===== config.mk =====
export PLATFORM = sky130hd
export DESIGN_NAME = cau_sqrt_cell
export DESIGN_NICKNAME = d
export VERILOG_FILES = /design/src/complex_arith_unit_top_defines.svh /design/src/cau_pkg.sv /design/src/cau_sqrt_cell.sv
export SDC_FILE = /design/constraint.sdc
export NUM_CORES = 1
export LEC_CHECK = 0
export BUFFER_PORTS_ARGS = -buffer_cell sky130_fd_sc_hd__buf_2
export CORE_AREA = 4 4 382 384
export CTS_BUF_LIST = sky130_fd_sc_hd__clkbuf_16
export DETAILED_ROUTE_END_ITERATION = 8
export DIE_AREA = 0 0 386 388
export GPL_TIMING_DRIVEN = 0
export HOLD_SLACK_MARGIN = 0.12
export PLACE_DENSITY = 0.4
export SLEW_MARGIN = 30
export SYNTH_ARGS = -nofsm -noshare
export SYNTH_HDL_FRONTEND = slang
export SYNTH_SLANG_ARGS = --single-unit

===== constraint.sdc =====
create_clock -name clk -period 8.5 [get_ports clk]
set_clock_uncertainty 0.2 [all_clocks]
set_input_delay 1.7 -clock clk [delete_from_list [all_inputs] [get_ports clk]]
set_output_delay 1.7 -clock clk [all_outputs]
set_load 0.005 [all_outputs]

===== src/complex_arith_unit_top_defines.svh =====
// Assertion macros for the complex arithmetic unit.
// Included by cau_back, which checks its own logic with them; no other dependencies.
`ifndef COMPLEX_ARITH_UNIT_TOP_DEFINES_SVH
`define COMPLEX_ARITH_UNIT_TOP_DEFINES_SVH
`ifndef SYNTHESIS
`define CAU_ASSERT(lbl, clk, rstn, prop) \
  lbl: assert property (@(posedge clk) disable iff (!rstn) prop) \
    else $error("cau assertion failed");
`define CAU_ASSERT_NEVER(lbl, clk, rstn, expr) \
  lbl: assert property (@(posedge clk) disable iff (!rstn) !(expr)) \
    else $error("cau forbidden condition");
`else
`define CAU_ASSERT(lbl, clk, rstn, prop)
`define CAU_ASSERT_NEVER(lbl, clk, rstn, expr)
`endif
`endif


===== src/cau_pkg.sv =====
// Shared types, opcodes and helper functions of the complex arithmetic unit.
// No dependencies.
package cau_pkg;

  localparam int unsigned FRAC_BITS_DEF = 16;
  localparam int unsigned SQ_STEPS      = 32;

  localparam logic [34:0] QCAP = 35'd8589934592;

  localparam logic [2:0] FN_ADD  = 3'd0;
  localparam logic [2:0] FN_SUB  = 3'd1;
  localparam logic [2:0] FN_MUL  = 3'd2;
  localparam logic [2:0] FN_DIV  = 3'd3;
  localparam logic [2:0] FN_ABS  = 3'd4;
  localparam logic [2:0] FN_SQRT = 3'd5;

  localparam logic [1:0] ST_OK  = 2'd0;
  localparam logic [1:0] ST_SAT = 2'd1;
  localparam logic [1:0] ST_DZ  = 2'd2;

  typedef struct packed {
    logic [2:0]  func;
    logic [31:0] rr;
    logic [31:0] ri;
    logic [1:0]  st;
    logic        re_neg;
    logic        im_neg;
    logic        dz;
    logic        a_neg;
    logic        b_neg;
    logic        xz;
    logic [32:0] w;
  } ctx_t;

  typedef struct packed {
    logic [63:0] n_re;
    logic [63:0] n_im;
    logic [63:0] den;
    logic [31:0] ma;
    logic [31:0] mb;
  } arg_t;

  typedef struct packed {
    logic [63:0] x;
    logic [63:0] res;
  } sq_t;

  typedef struct packed {
    logic [63:0] n0;
    logic [63:0] n1;
    logic [63:0] r0;
    logic [63:0] r1;
    logic [63:0] d;
    logic [34:0] q0;
    logic [34:0] q1;
  } dv_t;

  function automatic logic [64:0] sm_add(input logic n1, input logic [63:0] m1,
                                         input logic n2, input logic [63:0] m2);
    logic        n;
    logic [63:0] m;
    if (n1 == n2) begin
      n = n1;
      m = m1 + m2;
    end else if (m1 >= m2) begin
      n = n1;
      m = m1 - m2;
    end else begin
      n = n2;
      m = m2 - m1;
    end
    return {n, m};
  endfunction

  function automatic logic [32:0] sat_sm(input logic neg, input logic [63:0] m);
    logic [31:0] v;
    logic        ovf;
    ovf = 1'b0;
    if (neg) begin
      if (m > 64'h8000_0000) begin
        ovf = 1'b1;
        v   = 32'h8000_0000;
      end else begin
        v = 32'd0 - m[31:0];
      end
    end else begin
      if (m > 64'h7FFF_FFFF) begin
        ovf = 1'b1;
        v   = 32'h7FFF_FFFF;
      end else begin
        v = m[31:0];
      end
    end
    return {ovf, v};
  endfunction

endpackage


===== src/cau_sqrt_cell.sv =====
// One digit step of the pipelined integer square root.
// Depends on cau_pkg.
module cau_sqrt_cell
  import cau_pkg::*;
#(
  parameter int unsigned STEP = 0
) (
  input  logic clk,
  input  logic rst_n,
  input  logic valid_i,
  input  ctx_t ctx_i,
  input  arg_t arg_i,
  input  sq_t  sq_i,
  output logic valid_o,
  output ctx_t ctx_o,
  output arg_t arg_o,
  output sq_t  sq_o
);

  localparam logic [63:0] BIT = 64'd1 << (62 - 2 * STEP);

  logic        valid_r;
  ctx_t        ctx_r;
  arg_t        arg_r;
  sq_t         sq_r;
  sq_t         sq_nxt;
  logic [63:0] t;

  always_comb begin
    t = sq_i.res + BIT;
    if (sq_i.x >= t) begin
      sq_nxt.x   = sq_i.x - t;
      sq_nxt.res = (sq_i.res >> 1) + BIT;
    end else begin
      sq_nxt.x   = sq_i.x;
      sq_nxt.res = sq_i.res >> 1;
    end
  end

  always_ff @(posedge clk) begin
    if (!rst_n) begin
      valid_r <= 1'b0;
    end else begin
      valid_r <= valid_i;
    end
  end

  always_ff @(posedge clk) begin
    ctx_r <= ctx_i;
    arg_r <= arg_i;
    sq_r  <= sq_nxt;
  end

  assign valid_o = valid_r;
  assign ctx_o   = ctx_r;
  assign arg_o   = arg_r;
  assign sq_o    = sq_r;

endmodule


# Word level (Yosys, flattened, before mapping)
# Cells that the tools add are included.
[word_totals]
in_bits = 495
regBits = 493
word_cells = 25
output_inout_bits = 493
[classes]
n_lt_le_gt_ge = 1
add_sub_neg = 3
mux = 1
[op_table]
columns = ["cell", "n"]
rows = [
  ["$mux W128", 1],
  ["$add A63 B63 Y64 const B", 1],
  ["$add A64 B63 Y64 const B", 1],
  ["$ge A64 B64 Y1", 1],
  ["$sub A64 B64 Y64", 1],
]

# Logic depth before layout (Yosys ltp)
# Gate-level depths: netlist of run 1.
[depth]
word_depth = 3
ltp_mapped = 16
ltp_nobuf = 13

# Worst setup path before layout of run 1
# No wires, ideal clock.
[synth_path]
path_kind = "input port to flip-flop"
startpoint = "input sq_i[64] (netlist name)"
endpoint = "register sq_r, in the netlist sq_o[118]"
setup_ps = 116
arrival_ps = 4074
required_ps = 8184
path_stages = 13
setup_slack_ps = 4110
cell_sequence = "inv_1 > ha_1 > fa_1 > nor2b_1 > o221ai_1 > a21oi_1 > o21ai_1 > a21bo_2 > o31a_1 > o31a_1 > o31ai_2 > xnor2_1 > o21ai_2"
[synth_rtl]
columns = ["element", "line_no", "text"]
rows = [
  ["start, declared", "cau_sqrt_cell.sv:13", "input sq_t sq_i,"],
  ["end signal, assigned", "cau_sqrt_cell.sv:51", "sq_r <= sq_nxt;"],
  ["end, declared", "cau_sqrt_cell.sv:25", "sq_t sq_r;"],
]

==> results of run 1 <==
## synthesized netlist by cell type, types with 2 or more instances
library cell	instances
o31ai_1	2
nand2b_1	8
ha_1	64
a31oi_1	12
buf_2	18
o41ai_2	2
nand2_1	125
and3_1	6
nand4_1	26
nor3_1	13
clkbuf_2	3
dfxtp_1	493
nand3_1	14
o2111ai_1	3
o21ai_0	105
o21bai_1	11
nor4_1	3
nor2_1	36
o21ai_1	9
a21oi_1	85
o211ai_1	3
o21a_1	8
xor2_1	25
a31o_2	2
a211oi_1	3
o221ai_1	4
inv_1	81
a2111oi_0	3
a21boi_0	2
and2_1	3
a21o_1	29
clkbuf_1	22
o31a_1	3
xnor2_1	39
nor2b_1	9
## where the power goes
group	switching (mW)	internal, mW	leakage, nW
registers	0.0471	2.48	4.16
clock network	1.22	1.62	1.09
logic	0.525	0.349	6.25
total	1.79	4.46	11.5
## final timing paths
| kind | end | start | slack [ns] |
|---|---|---|---|
| hold / removal | arg_o[29]$_DFF_P_ | arg_i[29] | 0.93 |
| setup / recovery | sq_o[96]$_DFF_P_ | sq_i[64] | 3.17 |
## logic make-up (layout without fill, tap and decap cells)
kind of cell	count (synthesis)	after routing
DFF	493	493
AOI/OAI and AO/OA	298	298
and+or+nand+nor	250	250
buffers and inverters	125	1230
adders and majority gates	65	65
xor gates and xnor gates	64	64
muxes	1	1
other	0	11
## metal layers
metal	track usage, %	part of all wire [%]	vias up
met3	6.17	10	227
met1	13.7	35	6411
met2	25.3	52	771
li1	-	-	6507
met4	3.47	2.8	46
met5	0	0.28	-
## registers in the layout, indices dropped and copies added, names as in the netlist
name     flops
arg_o      256
sq_o       128
ctx_o      108
valid_o      1
## worst max-delay path: stages
cell and delay [ns]:
buf_2 0.10, inv_1 0.07, ha_1 0.32, fa_1 0.27
nor2b_1 0.08, o221ai_1 0.42, nand4_1 0.19, nand2_1 0.13
o211ai_2 0.22, o2111ai_1 0.27, a21oi_1 0.11, nor3b_2 0.50
buf_2 0.41, clkbuf_1 0.51, o21ai_0 0.29
## layout make-up
class                           count  area share, %
Inverter                           81           1.25
Multi-Input combinational cell    678           17.9
Buffer                             44          0.821
Timing Repair Buffer              987           20.4
Clock buffer                       67           6.92
Antenna cell                       11          0.114
Clock inverter                     51           2.12
Tap cell                         1903           9.82
Sequential cell                   493           40.7
## stage by stage
stage                     power [mW]  hold slack (ns)
after floorplan                 2.92             1.53
after global placement          3.49             1.60
after detailed placement        3.48             1.60
after CTS                       6.43            0.842
after global routing            6.57            0.864
final                           6.25            0.934
==> metrics.cfg, run 1 <==
[outcome]
status = finished, final reports clean

[timing]
setup_slack_ns = 3.17
finalMaxSlewViolations = 0
finalHoldViolCount = 0
max_clock_freq_mhz = 188
relSlewSlack_pct = 37.8
tightestPinTransition_ns = 0.927
fin_setup_tns_ns = 0
period_share_pct = 62.7
rsz0062_at_grt = no
min_period_ns = 5.33
setup_violations = 0

[layout]
nNetsFinal = 2911
final_area_um2 = 24200
fillers = 16219
mostFrequentLayoutCells = buf_2, dfxtp_1, nand2_1
syn2layout_area_growth_pct = 65.0
drive_gt1_share_pct = 47.0
post-route-util_pct = 17.0
fin_cells = 4315
multi_input_area_um2 = 4330
final_common_cell = buf_2
ff_latch_area_um2 = 9870

[global_routing]
grt_pass1_wl_mm = 134
overflow = 0
first_global_vias = 13932
grt_max_degree = 15
gr-usage-all-layers_pct = 13.6
antenna_found_initial = 111

[clock_network]
holdBufCountCts = 0
cts-root-buf = clkbuf_16
cts_tree = built
clk_pin_slew_ns = 0.07
cts_resized = 0
cts_made_buffers = 66
clkSinkCount = 493
htreeDepth = 3
cts_setup_buffers = 0
clk_path_buf_depth = 3

[synthesis]
synth_ff_type = dfxtp_1
avgSynthCellArea_um2 = 11.3
syn_inst = 1296
synth_compound_area_share_pct = 12.2
synth_area_um2 = 14700
synth.top_cell.area_share_pct = 67.2
synth_xor_area_share_pct = 3.81
synth_area_leaders = dfxtp_1, ha_1, o21ai_0
yosys.area.top_type = dfxtp_1
synth_edf_count = 0
synth_adder_area_share_pct = 5.59
ys_seq_elements = 493
syn_nets = 1856
synthDistinctLibCells = 57
yosys-mux-area-fraction_pct = 0.0681
synth_top_family_by_area = compound AO/OA/AOI/OAI gates
async_reset_ff_share_pct = 0
ys.warnings.count = 0
ys_seq_area_share_pct = 67.2
yosys.area_share.simple_pct = 7.78

[placed_design]
place_area_um2 = 22000
io_buffers = 987
dp_hpwl_mm = 94.0
place.gp.congestion = 0.829
placed_cells = 4186
pre_cts_slack_ns = 2.14

[pwr]
power.density_nw_per_um2 = 258
p_leak_nw = 11.5
ir_worst_vdd_v = 0.000151

[detailed_routing]
vias_per_cell = 3.24
route.detailed.drc = 0
drt_pre_antenna_iters = 5
routed_wirelength_mm = 107
ant_nets = 0
drt_first_iter_violations = 555
post_drt_wl_per_cell_um = 24.8
dr_total_vias = 13962

[job]
maxCapViolCount = 0

[floorplanning]
pin_count = 988
start_util_pct = 10.3
fp.dieH_um = 388
rows = 139
coreArea_um2 = 143000
dieWidth_um = 386
die_area_um2 = 150000

[worst_setup_path]
critPathKind = in -> reg
worstPathArrival_ns = 5.59
cp.required_ns = 8.77
crit_path_end_kind = flip-flop
cp_max_fo = 10
cp-start-kind = input pin

[hold_path]
hold_depth = 1
hp-class = in -> reg

(Power assumes the default switching activity.)
==> run 2: changes to the inputs <==
Settings changed: PLACE_DENSITY 0.4 to 0.41.
Clock period 8.5 ns to 4.8 ns, I/O delays scaled along.
==> run 2 against run 1 <==
Non-clock buffer count grew 69. Combinational power grew 84%. Utilization grew 0.54 points. Count of clock-buffer cells in the layout is the same. Sequential power grew 77%. Cell count grew 1.8%. Critical path type unchanged. Critical endpoint is now sq_o[115]$_DFF_P_. Largest power group unchanged.
==> metrics.cfg, run 2 (synthesis gave the netlist of run 1 again) <==
[clock_network]
cts-root-buf = clkbuf_16
cts_tree = built
clk_path_buf_depth = 3  ; unchanged
clk_pin_slew_ns = 0.06  ; about the same
clkSinkCount = 493  ; unchanged
cts_made_buffers = 66  ; unchanged
htreeDepth = 3  ; unchanged
cts_setup_buffers = 0  ; unchanged

[placed_design]
dp_hpwl_mm = 92.0  ; -2.0%
place.gp.congestion = 0.884  ; +6.6%
pre_cts_slack_ns = -1.22  ; -3.36 ns
io_buffers = 987  ; unchanged
placed_cells = 4186  ; unchanged

[global_routing]
antenna_found_initial = 96  ; -14%
grt_pass1_wl_mm = 135  ; +0.32%
first_global_vias = 14601  ; +4.8%
gr-usage-all-layers_pct = 13.5  ; -0.13 points
overflow = 0  ; unchanged
grt_max_degree = 14  ; -1

[layout]
syn2layout_area_growth_pct = 70.2
drive_gt1_share_pct = 45.8  ; -1.2 points
fin_cells = 4394  ; +1.8%
mostFrequentLayoutCells = buf_2, dfxtp_1, nand2_1
final_common_cell = buf_2
nNetsFinal = 2980  ; +2.4%
largest_register_ffs = 256  ; unchanged

[timing]
min_period_ns = 4.48
period_share_pct = 93.4
rsz0062_at_grt = no
relSlewSlack_pct = 55.0  ; +17 points
max_clock_freq_mhz = 223
setup_violations = 0  ; unchanged
tightestPinTransition_ns = 0.672  ; -0.255 ns
finalMaxSlewViolations = 0  ; unchanged
setup_slack_ns = 0.317  ; -2.85 ns
finalHoldViolCount = 0  ; unchanged

[worst_setup_path]
critPathKind = in -> reg
path_cells = buf_2 > inv_1 > ha_1 > clkbuf_2 > a21oi_1 > o21a_1 > a211oi_1 > nand2_1 > o211ai_2 > o2111ai_1 > a21oi_1 > nor3b_4 > buf_2 > clkbuf_2 > o21ai_0
worstPathArrival_ns = 4.76  ; -0.83 ns
cp_max_fo = 10  ; unchanged
cpMaxStageDelayCell = o21ai_0
crit_buf_inv = 5  ; +1
crit_path_end_kind = flip-flop
critPathTopFamily = compound AO/OA/AOI/OAI gates
cp.required_ns = 5.07  ; -3.70 ns
cpPeakStageDelay_ns = 0.56  ; +0.05 ns
cp-start-kind = input pin

[pwr]
p_leak_nw = 11.8  ; +2.5%
ir_worst_vdd_v = 0.000278  ; +84%
report.power.total_mw = 11.2  ; +79%
power.density_nw_per_um2 = 448  ; +74%

[hold_path]
hold_depth = 1  ; unchanged
worstHoldStart = ctx_i[70]
min_to = ctx_o[70]$_DFF_P_
hp-class = in -> reg

[detailed_routing]
route.detailed.drc = 0  ; unchanged
routed_wirelength_mm = 106  ; -1.3%
vias_per_cell = 3.28  ; +1.4%
drt_first_iter_violations = 586  ; +5.6%
drt_pre_antenna_iters = 6  ; +1
post_drt_wl_per_cell_um = 24.1  ; -3.1%
dr_total_vias = 14415  ; +3.2%
ant_nets = 0  ; unchanged

[floorplanning]
rows = 139  ; unchanged
start_util_pct = 10.3  ; unchanged
dieWidth_um = 386  ; unchanged
fp.dieH_um = 388  ; unchanged
pin_count = 988  ; unchanged
coreArea_um2 = 143000  ; unchanged
die_area_um2 = 150000  ; unchanged

[outcome]
status = finished, final reports clean

[job]
maxCapViolCount = 0  ; unchanged

==> run 2: how the worst max path moves through the flow <==
stage,cells past startpoint,start,end,slack (ns)
floorplan,13,sq_i[64],sq_o[118]$_DFF_P_,1.15
global placement,15,sq_i[64],sq_o[101]$_DFF_P_,-1.26
detailed placement,15,sq_i[64],sq_o[101]$_DFF_P_,-1.22
CTS,15,sq_i[64],sq_o[111]$_DFF_P_,0.008
global route,13,sq_i[1],sq_o[117]$_DFF_P_,0.006
finish,15,sq_i[13],sq_o[115]$_DFF_P_,0.32
==> run 2: power by group <==
| group | internal (mW) | switching, mW | total [mW] | leakage (nW) |
|---|---|---|---|---|
| clock | 2.97 | 2.14 | 5.11 | 1.08 |
| sequential | 4.40 | 0.0862 | 4.49 | 4.16 |
| combinational | 0.657 | 0.950 | 1.61 | 6.55 |
| total | 8.02 | 3.18 | 11.2 | 11.8 |
==> run 2: cell type report <==
cell class	instances	area, um2
buffer	44	201
fill	16132	118000
tap	1903	2380
antenna	21	52.6
timing repair buffer	1056	5630
sequential	493	9870
clock inverter	51	551
multi-input combinational	678	4350
clock buffer	67	1680
inverter	81	304
==> run 2: per-layer routing <==
layer / vias to the layer above / GRT usage [%] / part of all wire (%)
li1: 6669 / - / -
met1: 6742 / 13.5 / 34
met2: 778 / 24.8 / 52
met3: 192 / 6.06 / 11
met4: 34 / 4.12 / 3.1
met5: - / 0 / 0.18
==> run 2: repair_timing <==
action | 4_1_cts | 5_1_grt
hold buffers | 69 | 0
hold endpoints to repair | 69 | 0
setup endpoints to repair | 42 | 3
gates resized for setup | 3 | 3
==> run 2: metrics by stage <==
stage	hold WS, ns	setup TNS (ns)	utilization, %	area, um2
2_1_floorplan	0.788	0	-	14700
3_3_place_gp	0.863	-55.33	15.4	22000
3_5_place_dp	0.864	-53.20	15.4	22000
4_1_cts	0.122	0	17.5	25000
5_1_grt	0.138	0	17.5	25000
6_report	0.202	0	17.5	25000
