<file path="config.mk">
export PLATFORM = sky130hd
export DESIGN_NAME = cau_div_cell
export DESIGN_NICKNAME = d
export VERILOG_FILES = /design/src/complex_arith_unit_top_defines.svh /design/src/cau_pkg.sv /design/src/cau_div_cell.sv
export SDC_FILE = /design/constraint.sdc
export NUM_CORES = 1
export LEC_CHECK = 0
export BUFFER_PORTS_ARGS = -buffer_cell sky130_fd_sc_hd__buf_2
export CORE_AREA = 2 2 393 395
export CTS_BUF_LIST = sky130_fd_sc_hd__clkbuf_16
export CTS_CLUSTER_DIAMETER = 60
export DETAILED_ROUTE_END_ITERATION = 7
export DIE_AREA = 0 0 395 397
export GPL_TIMING_DRIVEN = 0
export PLACE_DENSITY = 0.35
export SLEW_MARGIN = 20
export SYNTH_ARGS = -nofsm -noshare
export SYNTH_HDL_FRONTEND = slang
export SYNTH_SLANG_ARGS = --single-unit
</file>
<file path="constraint.sdc">
create_clock -name clk -period 8.29 [get_ports clk]
set_input_delay 1.658 -clock clk [delete_from_list [all_inputs] [get_ports clk]]
set_output_delay 1.658 -clock clk [all_outputs]
set_load 0.005 [all_outputs]
</file>
<file path="src/complex_arith_unit_top_defines.svh">
// Assertion macros for the complex arithmetic unit.
// Included by cau_back, which checks its own logic with them; no other dependencies.
`ifndef COMPLEX_ARITH_UNIT_TOP_DEFINES_SVH
`define COMPLEX_ARITH_UNIT_TOP_DEFINES_SVH
`ifndef SYNTHESIS
`define CAU_ASSERT(lbl, clk, rstn, prop) \
  lbl: assert property (@(posedge clk) disable iff (!rstn) prop) \
    else $error("cau assertion failed");
`define CAU_ASSERT_NEVER(lbl, clk, rstn, expr) \
  lbl: assert property (@(posedge clk) disable iff (!rstn) !(expr)) \
    else $error("cau forbidden condition");
`else
`define CAU_ASSERT(lbl, clk, rstn, prop)
`define CAU_ASSERT_NEVER(lbl, clk, rstn, expr)
`endif
`endif

</file>
<file path="src/cau_pkg.sv">
// Shared types, opcodes and helper functions of the complex arithmetic unit.
// No dependencies.
package cau_pkg;

  localparam int unsigned FRAC_BITS_DEF = 16;
  localparam int unsigned SQ_STEPS      = 32;

  localparam logic [34:0] QCAP = 35'd8589934592;

  localparam logic [2:0] FN_ADD  = 3'd0;
  localparam logic [2:0] FN_SUB  = 3'd1;
  localparam logic [2:0] FN_MUL  = 3'd2;
  localparam logic [2:0] FN_DIV  = 3'd3;
  localparam logic [2:0] FN_ABS  = 3'd4;
  localparam logic [2:0] FN_SQRT = 3'd5;

  localparam logic [1:0] ST_OK  = 2'd0;
  localparam logic [1:0] ST_SAT = 2'd1;
  localparam logic [1:0] ST_DZ  = 2'd2;

  typedef struct packed {
    logic [2:0]  func;
    logic [31:0] rr;
    logic [31:0] ri;
    logic [1:0]  st;
    logic        re_neg;
    logic        im_neg;
    logic        dz;
    logic        a_neg;
    logic        b_neg;
    logic        xz;
    logic [32:0] w;
  } ctx_t;

  typedef struct packed {
    logic [63:0] n_re;
    logic [63:0] n_im;
    logic [63:0] den;
    logic [31:0] ma;
    logic [31:0] mb;
  } arg_t;

  typedef struct packed {
    logic [63:0] x;
    logic [63:0] res;
  } sq_t;

  typedef struct packed {
    logic [63:0] n0;
    logic [63:0] n1;
    logic [63:0] r0;
    logic [63:0] r1;
    logic [63:0] d;
    logic [34:0] q0;
    logic [34:0] q1;
  } dv_t;

  function automatic logic [64:0] sm_add(input logic n1, input logic [63:0] m1,
                                         input logic n2, input logic [63:0] m2);
    logic        n;
    logic [63:0] m;
    if (n1 == n2) begin
      n = n1;
      m = m1 + m2;
    end else if (m1 >= m2) begin
      n = n1;
      m = m1 - m2;
    end else begin
      n = n2;
      m = m2 - m1;
    end
    return {n, m};
  endfunction

  function automatic logic [32:0] sat_sm(input logic neg, input logic [63:0] m);
    logic [31:0] v;
    logic        ovf;
    ovf = 1'b0;
    if (neg) begin
      if (m > 64'h8000_0000) begin
        ovf = 1'b1;
        v   = 32'h8000_0000;
      end else begin
        v = 32'd0 - m[31:0];
      end
    end else begin
      if (m > 64'h7FFF_FFFF) begin
        ovf = 1'b1;
        v   = 32'h7FFF_FFFF;
      end else begin
        v = m[31:0];
      end
    end
    return {ovf, v};
  endfunction

endpackage

</file>
<file path="src/cau_div_cell.sv">
// One restoring step of the two-lane pipelined divider.
// Depends on cau_pkg.
module cau_div_cell
  import cau_pkg::*;
(
  input  logic clk,
  input  logic rst_n,
  input  logic valid_i,
  input  ctx_t ctx_i,
  input  dv_t  dv_i,
  output logic valid_o,
  output ctx_t ctx_o,
  output dv_t  dv_o
);

  function automatic logic [162:0] div_step(input logic [63:0] n, input logic [63:0] r,
                                            input logic [34:0] q, input logic [63:0] d);
    logic [63:0] rs;
    logic [34:0] qs;
    rs = {r[62:0], n[63]};
    qs = {q[33:0], 1'b0};
    if (rs >= d) begin
      rs    = rs - d;
      qs[0] = 1'b1;
    end
    if (qs > QCAP) begin
      qs = QCAP;
    end
    return {n << 1, rs, qs};
  endfunction

  logic valid_r;
  ctx_t ctx_r;
  dv_t  dv_r;
  dv_t  dv_nxt;

  always_comb begin
    dv_nxt.d = dv_i.d;
    {dv_nxt.n0, dv_nxt.r0, dv_nxt.q0} = div_step(dv_i.n0, dv_i.r0, dv_i.q0, dv_i.d);
    {dv_nxt.n1, dv_nxt.r1, dv_nxt.q1} = div_step(dv_i.n1, dv_i.r1, dv_i.q1, dv_i.d);
  end

  always_ff @(posedge clk) begin
    if (!rst_n) begin
      valid_r <= 1'b0;
    end else begin
      valid_r <= valid_i;
    end
  end

  always_ff @(posedge clk) begin
    ctx_r <= ctx_i;
    dv_r  <= dv_nxt;
  end

  assign valid_o = valid_r;
  assign ctx_o   = ctx_r;
  assign dv_o    = dv_r;

endmodule

</file>
==> After elaboration in Yosys (flattened, before gate mapping) <==
Cells that the tools add are included.
{ "totals": {"reg_bits": 497, "latchBits": 0, "ramBits": 0, "mem_bits_ro": 0, "inputBits": 501, "wordCells": 29, "mem_count": 0} }
{ "classes": {"add_sub_neg": 2, "mul": 0, "div": 0, "n_lt_le_gt_ge": 4, "n_eq_ne": 0, "shift": 0, "n_mux": 4, "n_bitwise": 0, "reduce_logical": 0} }
{ "ops": {"columns": ["cell", "n"], "rows": [
  ["64-bit >= comparator", 2],
  ["64-bit two-way mux", 2],
  ["64-bit subtractor", 2],
  ["35-bit by 34-bit greater-than comparator with 1-bit output (second input constant)", 2],
  ["1-bit two-way mux", 2]
]} }

==> Depth between registers and ports, before layout <==
Gate-level depths: netlist of the first run.
{ "depth": {"word_depth": 3, "depth_mapped": 17, "depth_no_buf": 14} }

==> Least setup slack after synthesis of the first run <==
No wires, ideal clock.
{ "synth_path": {"kind": "input-to-reg", "startpoint": "input dv_i[389] (netlist bit)", "endpoint": "register dv_r (netlist bit dv_o[202])", "arrival_time_ps": 4463, "required_ps": 8169, "setup_slack_ps": 3707, "path_stages": 14, "cell_sequence": "inv_1 > ha_1 > fa_1 > nor2b_1 > o31ai_1 > a21oi_1 > nor4_1 > or2_1 > a211oi_1 > nor2_1 > o21a_1 > o41ai_4 > buf_4 > mux2_2"} }
{ "synth_rtl": {"columns": ["element", "line", "text"], "rows": [
  ["from (decl)", "cau_div_cell.sv:10", "input dv_t dv_i,"],
  ["to (signal assigned)", "cau_div_cell.sv:53", "dv_r <= dv_nxt;"],
  ["to (decl)", "cau_div_cell.sv:34", "dv_t dv_r;"]
]} }

==> summary.log, run 1 <==
qor: die.fp-row-count 144
qor: die.ioPinCount 1000
qor: place.placedInstanceArea 27310 um2
qor: critical_path.worst-endpoint-arrival 7020 ps
qor: timing.final.setup.tns 0 ps
qor: critical_path.endpoint_kind register
qor: timing.fmaxAchievable 0.1537 GHz
qor: synthesis.synth.ff_latch_count 497
qor: critical_path.setup.worst_path.start_class primary input
qor: pwr.power.static_leakage 14.03 nW
qor: critical_path.category_of_the_most_critical_setup_path in -> reg
qor: clocking.clock_tree_from_tritoncts done
qor: clocking.tritoncts.num_buffers 78
qor: cells_and_area.layout-drive-gt1-share 0.3775
qor: critical_path.critical_path_required 8800 ps
qor: pwr.vdd.ir_drop.worst 0.0001548 V
qor: timing.report.final.slew_viol_count 0
qor: die.chipWidth 395 um
qor: run_status.run_status finished clean
qor: synthesis.synth-edff-count 0
qor: timing.max-slew-margin-rel 0.2864
qor: hold_path.worstHoldPathCells 1
qor: cells_and_area.layout.cells.most_common buf_2
qor: drt.drtIter0Drc 1136
qor: drt.drt-wirelength-per-cell 26.44 um
qor: hold_path.worst_hold_startpoint dv_i[363]
qor: clocking.cts_num_sinks 497
qor: synthesis.syn-cell-area 19720 um2
qor: drt.detail_route.wirelength 138.9 mm
qor: clocking.cts-hold-fix-buffers 0
qor: place.placement.io_buffers 993
qor: timing.setup_viol_count_final 0
qor: die.initial_utilization 0.1289
qor: flow_run.max_cap_viols 0
qor: critical_path.crit_fanout 11
qor: global_route.grt_max_degree 14
qor: synthesis.synthArstFlopShare 0
qor: global_route.antenna_violations_before_repair 93
qor: hold_path.hold_path.class in -> reg
qor: cells_and_area.design_area 29930 um2
qor: clocking.h-tree-depth 3
qor: timing.tightestPinTransition 1062 ps
qor: global_route.grt_first_pass_wirelength 179.4 mm
qor: clocking.clock_path_buffers 3
qor: global_route.grt_pass1_vias 19490
qor: synthesis.ys_warnings 0
qor: drt.route.vias.total 19890
qor: die.die_height 397 um
qor: synthesis.synth-main-ff-cell dfxtp_1
qor: drt.drt_pass1_iterations 6
qor: place.dp.final_hpwl 122.6 mm
qor: clocking.post_cts_clock_slew_at_the_launch_and_capture_registers_of_the_worst_setup_and_hold_paths 60 ps
qor: drt.drc 0
qor: cells_and_area.mostFrequentLayoutCells buf_2, dfxtp_1, a21oi_1
qor: global_route.global_route.usage.total 0.1701
qor: clocking.clockRootBuffer clkbuf_16
qor: timing.grt_setup_unrepaired no
qor: place.place.gp.congestion 0.8600
qor: synthesis.post_synth.cell_area_avg 9.598 um2
qor: cells_and_area.num-nets-final 3766
qor: synthesis.yosys.cell_types.count 76
qor: timing.post-route-period-util 0.7850
qor: die.fp.coreArea 153000 um2
qor: pwr.power_per_cell_area 246.7 nW/um2
qor: drt.antenna_left 0
qor: synthesis.netlist_instances 2055
qor: clocking.post_cts_resized 0
qor: drt.vias_per_cell 3.786
qor: timing.fin_crit 6508 ps
qor: cells_and_area.layout_area_overhead 51.75%
qor: synthesis.synth_seq_area_share 0.5044
qor: timing.final_hold_viol_count 0
qor: clocking.postCtsSetupRepairBufs 0
qor: global_route.overflow 0
qor: die.floorplan.die_area 156800 um2
qor: hold_path.timing.hold.worst_endpoint dv_o[364]
-- layer usage --
metal | part of all wire | up-vias | track usage
met1 | 0.36 | 9388 | 0.1794
met2 | 0.53 | 886 | 0.3238
met3 | 0.082 | 238 | 0.05288
li1 | - | 9344 | -
met5 | 0.0015 | - | 0
met4 | 0.025 | 34 | 0.04348
-- through the flow --
| step | instances | power [W] | worst slack [ps] | hold slack, ps | utilization |
|---|---|---|---|---|---|
| 5_1_grt | 5242 | 0.007752 | 1615 | 1016 | 0.1955 |
| 2_1_floorplan | 2058 | 0.003378 | 3707 | 1686 | - |
| 3_5_place_dp | 5099 | 0.004204 | 914.5 | 1762 | 0.1786 |
| 3_3_place_gp | 5095 | 0.004209 | 577.0 | 1761 | 0.1782 |
| 4_1_cts | 5239 | 0.007544 | 1648 | 987.1 | 0.1954 |
| 6_report | 5254 | 0.007383 | 1782 | 1072 | 0.1957 |
-- flip-flops by register name, summed over array words and instances, names as in the netlist --
name,count
dv_o,388
ctx_o,108
valid_o,1
-- worst max path at each step --
stage,slack [ps],start,depth (start not counted),end
6_report,1780,dv_i[72],17,dv_o[194]
3_3_place_gp,580,dv_i[72],15,dv_o[194]
4_1_cts,1650,dv_i[72],17,dv_o[194]
3_5_place_dp,910,dv_i[72],17,dv_o[194]
5_1_grt,1620,dv_i[72],17,dv_o[194]
2_1_floorplan,3710,dv_i[389],14,dv_o[202]
-- Yosys cell counts, types with 34 or more instances --
master,n,share of area
buf_2,34,0.0086
dfxtp_1,497,0.50
o21ai_0,139,0.035
a21o_1,56,0.021
a21oi_1,198,0.050
nand2_1,170,0.032
nor2b_1,75,0.024
nand4_1,45,0.014
inv_1,100,0.019
xor2_1,47,0.021
clkbuf_1,47,0.0089
ha_1,128,0.081
xnor2_1,73,0.032
nor2_1,134,0.026
-- where the power goes --
part / switching [W] / internal (W)
registers: 0.0000545 / 0.00260
clock network: 0.00138 / 0.00187
logic: 0.000927 / 0.000549
total: 0.00236 / 0.00502
-- area by class of cell --
class / instances / area [um2]
Clock inverter: 62 / 629.4
Fill cell: 17250 / 123000
Sequential cell: 497 / 9950
Antenna cell: 15 / 37.54
Clock buffer: 78 / 1952
Inverter: 100 / 375.4
Tap cell: 2044 / 2557
Multi-Input combinational cell: 1373 / 9026
Timing Repair Buffer: 997 / 5007
Buffer: 88 / 396.6
-- logic make-up after synthesis --
| group | count (synthesis) | share of synthesized area |
|---|---|---|
| compound gates | 556 | 0.1764 |
| fa+ha+maj | 130 | 0.08323 |
| flops | 497 | 0.5044 |
| mux | 17 | 0.009579 |
| other cells | 1 | 0.0001901 |
| simple gates | 546 | 0.1338 |
| xor+xnor | 120 | 0.05329 |
| buf+inv | 188 | 0.03908 |
-- critical path, stage by stage --
cell      delay (ps)
buf_2            110
inv_1            100
ha_1             380
nor2b_1          180
o221ai_1         260
a21oi_1          190
or2_2            390
o21ai_0          230
a21oi_1          110
nor2b_1          410
o211ai_1         360
o31ai_2          840
buf_4            470
buf_4            380
buf_2            550
nand2_1           90
o21ai_0          250
No activity file was read; power rests on OpenSTA's default activity.
==> run 2: changes to the inputs <==
--- a/config.mk
+++ b/config.mk
@@ -12,7 +12,7 @@
 export DETAILED_ROUTE_END_ITERATION = 7
 export DIE_AREA = 0 0 395 397
 export GPL_TIMING_DRIVEN = 0
-export PLACE_DENSITY = 0.35
+export PLACE_DENSITY = 0.36
 export SLEW_MARGIN = 20
 export SYNTH_ARGS = -nofsm -noshare
 export SYNTH_HDL_FRONTEND = slang
==> constraint.sdc (replaced) <==
create_clock -name clk -period 5.5 [get_ports clk]
set_input_delay 1.1 -clock clk [delete_from_list [all_inputs] [get_ports clk]]
set_output_delay 1.1 -clock clk [all_outputs]
set_load 0.005 [all_outputs]
==> run 2 against run 1 <==
Compared with the run above: routed wire length rose by 0.19%; clock-buffer cell count rose by 1; worst hold slack lost 570 ps; clock power up 52%; die area unchanged; non-clock buffer count up 1; critical path depth is 3 lower; sequential power up 51%; highest routed layer unchanged.
==> summary.log, run 2 (same netlist as run 1, synthesis figures left out) <==
qor: place.place.gp.congestion 0.8663 [was 0.8600]
qor: timing.grt_setup_unrepaired no [unchanged]
qor: timing.max-slew-margin-rel 0.07893 [was 0.2864]
qor: cells_and_area.num-nets-final 3768 [was 3766]
qor: place.placement.io_buffers 993 [unchanged]
qor: global_route.grt_met2_use 0.3260 [was 0.3238]
qor: die.initial_utilization 0.1289 [unchanged]
qor: hold_path.timing.hold.worst_endpoint dv_o[382] [was dv_o[364]]
qor: die.fp-row-count 144 [unchanged]
qor: pwr.vdd.ir_drop.worst 0.0001809 V [was 0.0001548 V]
qor: global_route.met1_usage 0.1775 [was 0.1794]
qor: critical_path.category_of_the_most_critical_setup_path in -> reg [unchanged]
qor: timing.setup_viol_count_final 0 [unchanged]
qor: flow_run.max_cap_viols 0 [unchanged]
qor: die.fp.coreArea 153000 um2 [unchanged]
qor: cells_and_area.largest_register_ff_count 388 [unchanged]
qor: critical_path.worst_path_most_repeated_cell o21ai_0
qor: critical_path.crit_chain buf_2, inv_1, ha_1, clkbuf_1, nand4_1, nor4_1, o21ai_0, a21oi_1, nor2b_1, o211ai_1, o31ai_4, buf_4, clkbuf_2, o21ai_0 [was buf_2, inv_1, ha_1, nor2b_1, o221ai_1, a21oi_1, or2_2, o21ai_0, a21oi_1, nor2b_1, o211ai_1, o31ai_2, buf_4, buf_4, buf_2, nand2_1, o21ai_0]
qor: place.placedInstanceArea 27310 um2 [about the same]
qor: timing.fmaxAchievable 0.1821 GHz
qor: drt.drt_pass1_iterations 5 [was 6]
qor: global_route.grt_max_degree 14 [unchanged]
qor: pwr.power_switching_share 0.3225 [was 0.3198]
qor: timing.tightestPinTransition 1369 ps [was 1062 ps]
qor: cells_and_area.layout_area_overhead 52.00% [was 51.75%]
qor: run_status.run_status finished clean [unchanged]
qor: cells_and_area.final_core_utilization 0.1960 [was 0.1957]
qor: timing.final_hold_viol_count 0 [unchanged]
qor: critical_path.cp_slowest_cell nor4_1 [was o31ai_2]
qor: pwr.share_seq_of_total_power 0.358 [was 0.359]
qor: critical_path.endpoint_kind register [unchanged]
qor: cells_and_area.mostFrequentLayoutCells buf_2, dfxtp_1, a21oi_1 [unchanged]
qor: drt.drtIter0Drc 1042 [was 1136]
qor: pwr.p_switching 0.003605 W [was 0.002361 W]
qor: critical_path.critPathLaunch dv_i[79] [was dv_i[72]]
qor: drt.route.vias.total 19980 [was 19890]
qor: clocking.clockRootBuffer clkbuf_16 [unchanged]
qor: drt.drc 0 [unchanged]
qor: drt.drt-wirelength-per-cell 26.47 um [was 26.44 um]
qor: global_route.antenna_violations_before_repair 103 [was 93]
qor: die.floorplan.die_area 156800 um2 [unchanged]
qor: critical_path.worst-endpoint-arrival 6000 ps [was 7020 ps]
qor: timing.report.final.slew_viol_count 0 [unchanged]
qor: die.chipWidth 395 um [unchanged]
qor: clocking.cts_num_sinks 497 [unchanged]
qor: global_route.global_route.usage.total 0.1700 [was 0.1701]
qor: hold_path.worstHoldPathCells 1 [unchanged]
qor: drt.vias_per_cell 3.799 [was 3.786]
qor: global_route.grt_use_met3 0.04952 [was 0.05288]
qor: timing.post-route-period-util 0.9985
qor: drt.antenna_left 0 [unchanged]
qor: pwr.clock_power_share 0.443 [was 0.441]
qor: global_route.top_usage_layer met2 [unchanged]
qor: cells_and_area.design_area 29980 um2 [was 29930 um2]
qor: critical_path.slowest_delay 1130 ps [was 840 ps]
qor: pwr.power_frac_comb 0.199 [was 0.200]
qor: hold_path.hold_path.class in -> reg [unchanged]
qor: global_route.overflow 0 [unchanged]
qor: die.ioPinCount 1000 [unchanged]
qor: clocking.h-tree-depth 3 [unchanged]
qor: clocking.clock_tree_from_tritoncts done [unchanged]
qor: pwr.power_per_cell_area 372.8 nW/um2 [was 246.7 nW/um2]
qor: pwr.finalPower 0.01118 W [was 0.007383 W]
qor: clocking.clock_path_buffers 3 [unchanged]
qor: pwr.power.static_leakage 14.03 nW [about the same]
qor: cells_and_area.layout-drive-gt1-share 0.3804 [was 0.3775]
qor: critical_path.crit_fanout 10 [was 11]
qor: hold_path.worst_hold_startpoint dv_i[381] [was dv_i[363]]
qor: clocking.cts-hold-fix-buffers 0 [unchanged]
qor: clocking.post_cts_clock_slew_at_the_launch_and_capture_registers_of_the_worst_setup_and_hold_paths 60 ps [about the same]
qor: critical_path.setup.worst_path.start_class primary input [unchanged]
qor: place.dp.final_hpwl 122.4 mm [was 122.6 mm]
qor: clocking.tritoncts.num_buffers 79 [was 78]
qor: cells_and_area.layout.cells.most_common buf_2 [unchanged]
qor: drt.detail_route.wirelength 139.2 mm [was 138.9 mm]
qor: die.die_height 397 um [unchanged]
qor: timing.fin_crit 5492 ps
qor: pwr.power_report.internal_total 0.007571 W [was 0.005022 W]
qor: global_route.grt_first_pass_wirelength 178.6 mm [was 179.4 mm]
qor: global_route.grt_pass1_vias 19580 [was 19490]
qor: critical_path.critical_path_required 6010 ps [was 8800 ps]
-- run 2: cell types whose count changed in the layout (fill, tap and decap cells not counted), sizes merged --
cell      change
diode         -3
bufinv        -1
clkinvlp      +6
buf           +1
clkbuf        +1
clkinv        +5
inv           -5
-- run 2: metal layers --
metal | up-vias | wire length, um
met3 | 268 | 10830
li1 | 9360 | -
met4 | 48 | 4098
met5 | - | 269
met1 | 9394 | 49840
met2 | 907 | 74150
-- run 2: worst max-delay path by stage --
stage | end | slack [ps] | cells past startpoint
floorplan | dv_o[202] | 1470 | 14
global placement | dv_o[194] | -1810 | 15
detailed placement | dv_o[194] | -1630 | 17
CTS | dv_o[194] | 4 | 17
global route | dv_o[194] | 70 | 14
finish | dv_o[194] | 8 | 14
-- run 2: what timing repair did --
item / in CTS / in global routing
endpoints found under the hold margin: 0 / 0
pin swaps: 1 / 0
resized for setup: 2 / 1
setup buffers: 1 / 0
endpoints found under the setup margin: 52 / 1
-- run 2: cell type report --
| type | instances | area [um2] |
|---|---|---|
| clock inverter | 67 | 636.9 |
| clock buffer | 79 | 1977 |
| tap | 2044 | 2557 |
| antenna | 12 | 30.03 |
| fill | 17190 | 123000 |
| multi-input combinational | 1373 | 9041 |
| timing repair buffer | 998 | 5011 |
| sequential | 497 | 9950 |
| inverter | 100 | 375.4 |
| buffer | 88 | 402.9 |
-- run 2: critical path: cells and delay by family --
kind / cells / cell delay, ps
AO/OA/AOI/OAI: 5 / 1820
AND/OR/NAND/NOR: 3 / 1490
buffers and inverters: 5 / 1180
adder cells (fa/ha/maj): 1 / 320
-- run 2: power groups by stage --
stage	logic (W)	clock network (W)	registers, W
after floorplan	0.000975	0	0.00412
after global placement	0.00227	0	0.00408
after detailed placement	0.00226	0	0.00408
after CTS	0.00228	0.00516	0.00401
after global routing	0.00242	0.00530	0.00402
final	0.00222	0.00495	0.00400
-- run 2: per-stage QoR --
| stage | setup slack, ps | hold slack, ps | std cells | TNS (ps) |
|---|---|---|---|---|
| after global placement | -1813 | 1202 | 5095 | -149570 |
| after global routing | 71.78 | 455.9 | 5247 | 0 |
| final | 8.272 | 505.5 | 5258 | 0 |
| after detailed placement | -1633 | 1204 | 5099 | -82990 |
| after floorplan | 1475 | 1128 | 2058 | 0 |
| after CTS | 3.557 | 426.9 | 5246 | 0 |
==> run 3: changes to the inputs <==
--- a/config.mk
+++ b/config.mk
@@ -6,11 +6,11 @@
 export NUM_CORES = 1
 export LEC_CHECK = 0
 export BUFFER_PORTS_ARGS = -buffer_cell sky130_fd_sc_hd__buf_2
-export CORE_AREA = 2 2 393 395
+export CORE_AREA = 2 2 388 390
 export CTS_BUF_LIST = sky130_fd_sc_hd__clkbuf_16
 export CTS_CLUSTER_DIAMETER = 60
 export DETAILED_ROUTE_END_ITERATION = 7
-export DIE_AREA = 0 0 395 397
+export DIE_AREA = 0 0 390 392
 export GPL_TIMING_DRIVEN = 0
 export PLACE_DENSITY = 0.36
 export SLEW_MARGIN = 20
==> run 3 against run 2 <==
Compared with the run above: power up 2.2%; core utilization up 0.50 points; clock power up 4.6%; critical path type unchanged; highest routed layer unchanged.
==> summary.log, run 3 (same netlist as run 1, synthesis figures left out) <==
qor: drt.drc 0 [unchanged]
qor: drt.drtIter0Drc 1133 [was 1042]
qor: die.floorplan.die_area 152900 um2 [was 156800 um2]
qor: timing.final_hold_viol_count 0 [unchanged]
qor: timing.max-slew-margin-rel 0.2097 [was 0.07893]
qor: place.placement.io_buffers 993 [unchanged]
qor: clocking.clock_path_buffers 3 [unchanged]
qor: critical_path.setup.worst_path.start_class primary input [unchanged]
qor: clocking.cts_num_sinks 497 [unchanged]
qor: pwr.power_per_cell_area 381.6 nW/um2 [was 372.8 nW/um2]
qor: die.ioPinCount 1000 [unchanged]
qor: timing.report.final.slew_viol_count 0 [unchanged]
qor: global_route.grt_max_degree 13 [was 14]
qor: timing.timing.final.ws_setup 323.3 ps [was 8.272 ps]
qor: drt.route.vias.total 20100 [was 19980]
qor: place.place.gp.congestion 0.8617 [was 0.8663]
qor: drt.drt_pass1_iterations 5 [unchanged]
qor: die.chipWidth 390 um [was 395 um]
qor: cells_and_area.layout.cells.most_common buf_2 [unchanged]
qor: critical_path.worst-endpoint-arrival 5680 ps [was 6000 ps]
qor: critical_path.crit_fanout 10 [unchanged]
qor: timing.final.setup.tns 0 ps [unchanged]
qor: timing.grt_setup_unrepaired no [unchanged]
qor: pwr.finalPower 0.01142 W [was 0.01118 W]
qor: drt.detail_route.wirelength 140.6 mm [was 139.2 mm]
qor: critical_path.category_of_the_most_critical_setup_path in -> reg [unchanged]
qor: critical_path.endpoint_kind register [unchanged]
qor: die.fp.coreArea 148900 um2 [was 153000 um2]
qor: flow_run.max_cap_viols 0 [unchanged]
qor: timing.fmaxAchievable 0.1932 GHz [was 0.1821 GHz]
qor: cells_and_area.mostFrequentLayoutCells buf_2, dfxtp_1, a21oi_1 [unchanged]
qor: clocking.tritoncts.num_buffers 83 [was 79]
qor: clocking.clockRootBuffer clkbuf_16 [unchanged]
qor: timing.holdWs 510.2 ps [was 505.5 ps]
qor: drt.vias_per_cell 3.897 [was 3.799]
qor: global_route.overflow 0 [unchanged]
qor: timing.setup_viol_count_final 0 [unchanged]
qor: timing.post-route-period-util 0.9412 [was 0.9985]
qor: cells_and_area.layout_area_overhead 51.74% [was 52.00%]
qor: run_status.run_status finished clean [unchanged]
qor: drt.antenna_left 0 [unchanged]
qor: die.die_height 392 um [was 397 um]
qor: global_route.grt_first_pass_wirelength 178.8 mm [was 178.6 mm]
qor: cells_and_area.num-nets-final 3771 [was 3768]
qor: pwr.power.static_leakage 14.10 nW [was 14.03 nW]
qor: hold_path.hold_path.class in -> reg [unchanged]
qor: clocking.clock_tree_from_tritoncts done [unchanged]
qor: drt.drt-wirelength-per-cell 27.25 um [was 26.47 um]
qor: pwr.vdd.ir_drop.worst 0.0002200 V [was 0.0001809 V]
qor: cells_and_area.largest_register_ff_count 388 [unchanged]
qor: clocking.post_cts_clock_slew_at_the_launch_and_capture_registers_of_the_worst_setup_and_hold_paths 60 ps [about the same]
qor: cells_and_area.layout-drive-gt1-share 0.3795 [was 0.3804]
qor: timing.fin_crit 5177 ps [was 5492 ps]
qor: place.preCtsSetupSlack -1033 ps [was -1633 ps]
qor: critical_path.critical_path_required 6000 ps [was 6010 ps]
qor: global_route.grt_pass1_vias 19840 [was 19580]
qor: timing.tightestPinTransition 1175 ps [was 1369 ps]
qor: place.dp.final_hpwl 123.3 mm [was 122.4 mm]
qor: global_route.global_route.usage.total 0.1755 [was 0.1700]
qor: die.initial_utilization 0.1325 [was 0.1289]
qor: clocking.h-tree-depth 3 [unchanged]
qor: global_route.antenna_violations_before_repair 95 [was 103]
qor: die.fp-row-count 142 [was 144]
==> run 3: path summary, 6_finish.rpt <==
path | startpoint | endpoint | cells after the start
setup / recovery | dv_i[70] | dv_o[206] | 16
hold / removal | ctx_i[72] | ctx_o[72] | 1
==> run 3: what timing repair did <==
| item | in CTS | in global routing |
|---|---|---|
| resized for setup | 2 | 1 |
| cloned | 0 | 0 |
| setup buffers | 0 | 1 |
| hold buffers | 0 | 0 |
| pin swaps | 0 | 1 |
| endpoints found under the setup margin | 19 | 3 |
==> run 3: metal layers <==
metal / GRT usage / share of wire / up-vias / wire [um]
met2: 0.3045 / 0.49 / 959 / 68440
li1: - / - / 9374 / -
met5: 0 / 0.0017 / - / 246
met1: 0.1773 / 0.35 / 9443 / 49540
met3: 0.07181 / 0.098 / 283 / 13750
met4: 0.1009 / 0.061 / 44 / 8594
==> run 3: stage by stage <==
| step | utilization | instance area [um2] | cells |
|---|---|---|---|
| floorplan | - | 19740 | 2058 |
| detailed placement | 0.1825 | 27170 | 4998 |
| global route | 0.2009 | 29920 | 5154 |
| global placement | 0.1823 | 27140 | 4995 |
| finish | 0.2010 | 29930 | 5159 |
| CTS | 0.2008 | 29900 | 5150 |
==> run 3: critical path: stages <==
cell and delay (ps):
buf_2 160, ha_1 260, fa_1 420, nor2b_1 190, o31ai_1 140, a21oi_1 400, nor4_1 150, or2_1 280
a211oi_1 290, nor2_1 180, o21a_1 280, o41ai_4 580, buf_6 210, buf_4 310, buf_2 420, a21oi_1 250
==> run 3: area by class of cell <==
class	instances	area (um2)
antenna	8	20.02
buffer	88	399.1
clock buffer	83	2077
clock inverter	69	638.1
fill	16860	119000
inverter	100	375.4
multi-input combinational	1373	9035
sequential	497	9950
tap	1944	2432
timing repair buffer	997	5004
==> run 3: power by group <==
| part | total [W] | internal, W | leakage [nW] | switching [W] |
|---|---|---|---|---|
| registers | 0.00400 | 0.00392 | 4.18 | 0.0000837 |
| logic | 0.00224 | 0.000831 | 8.56 | 0.00141 |
| clock network | 0.00518 | 0.00303 | 1.37 | 0.00215 |
| total | 0.0114 | 0.00778 | 14.1 | 0.00364 |
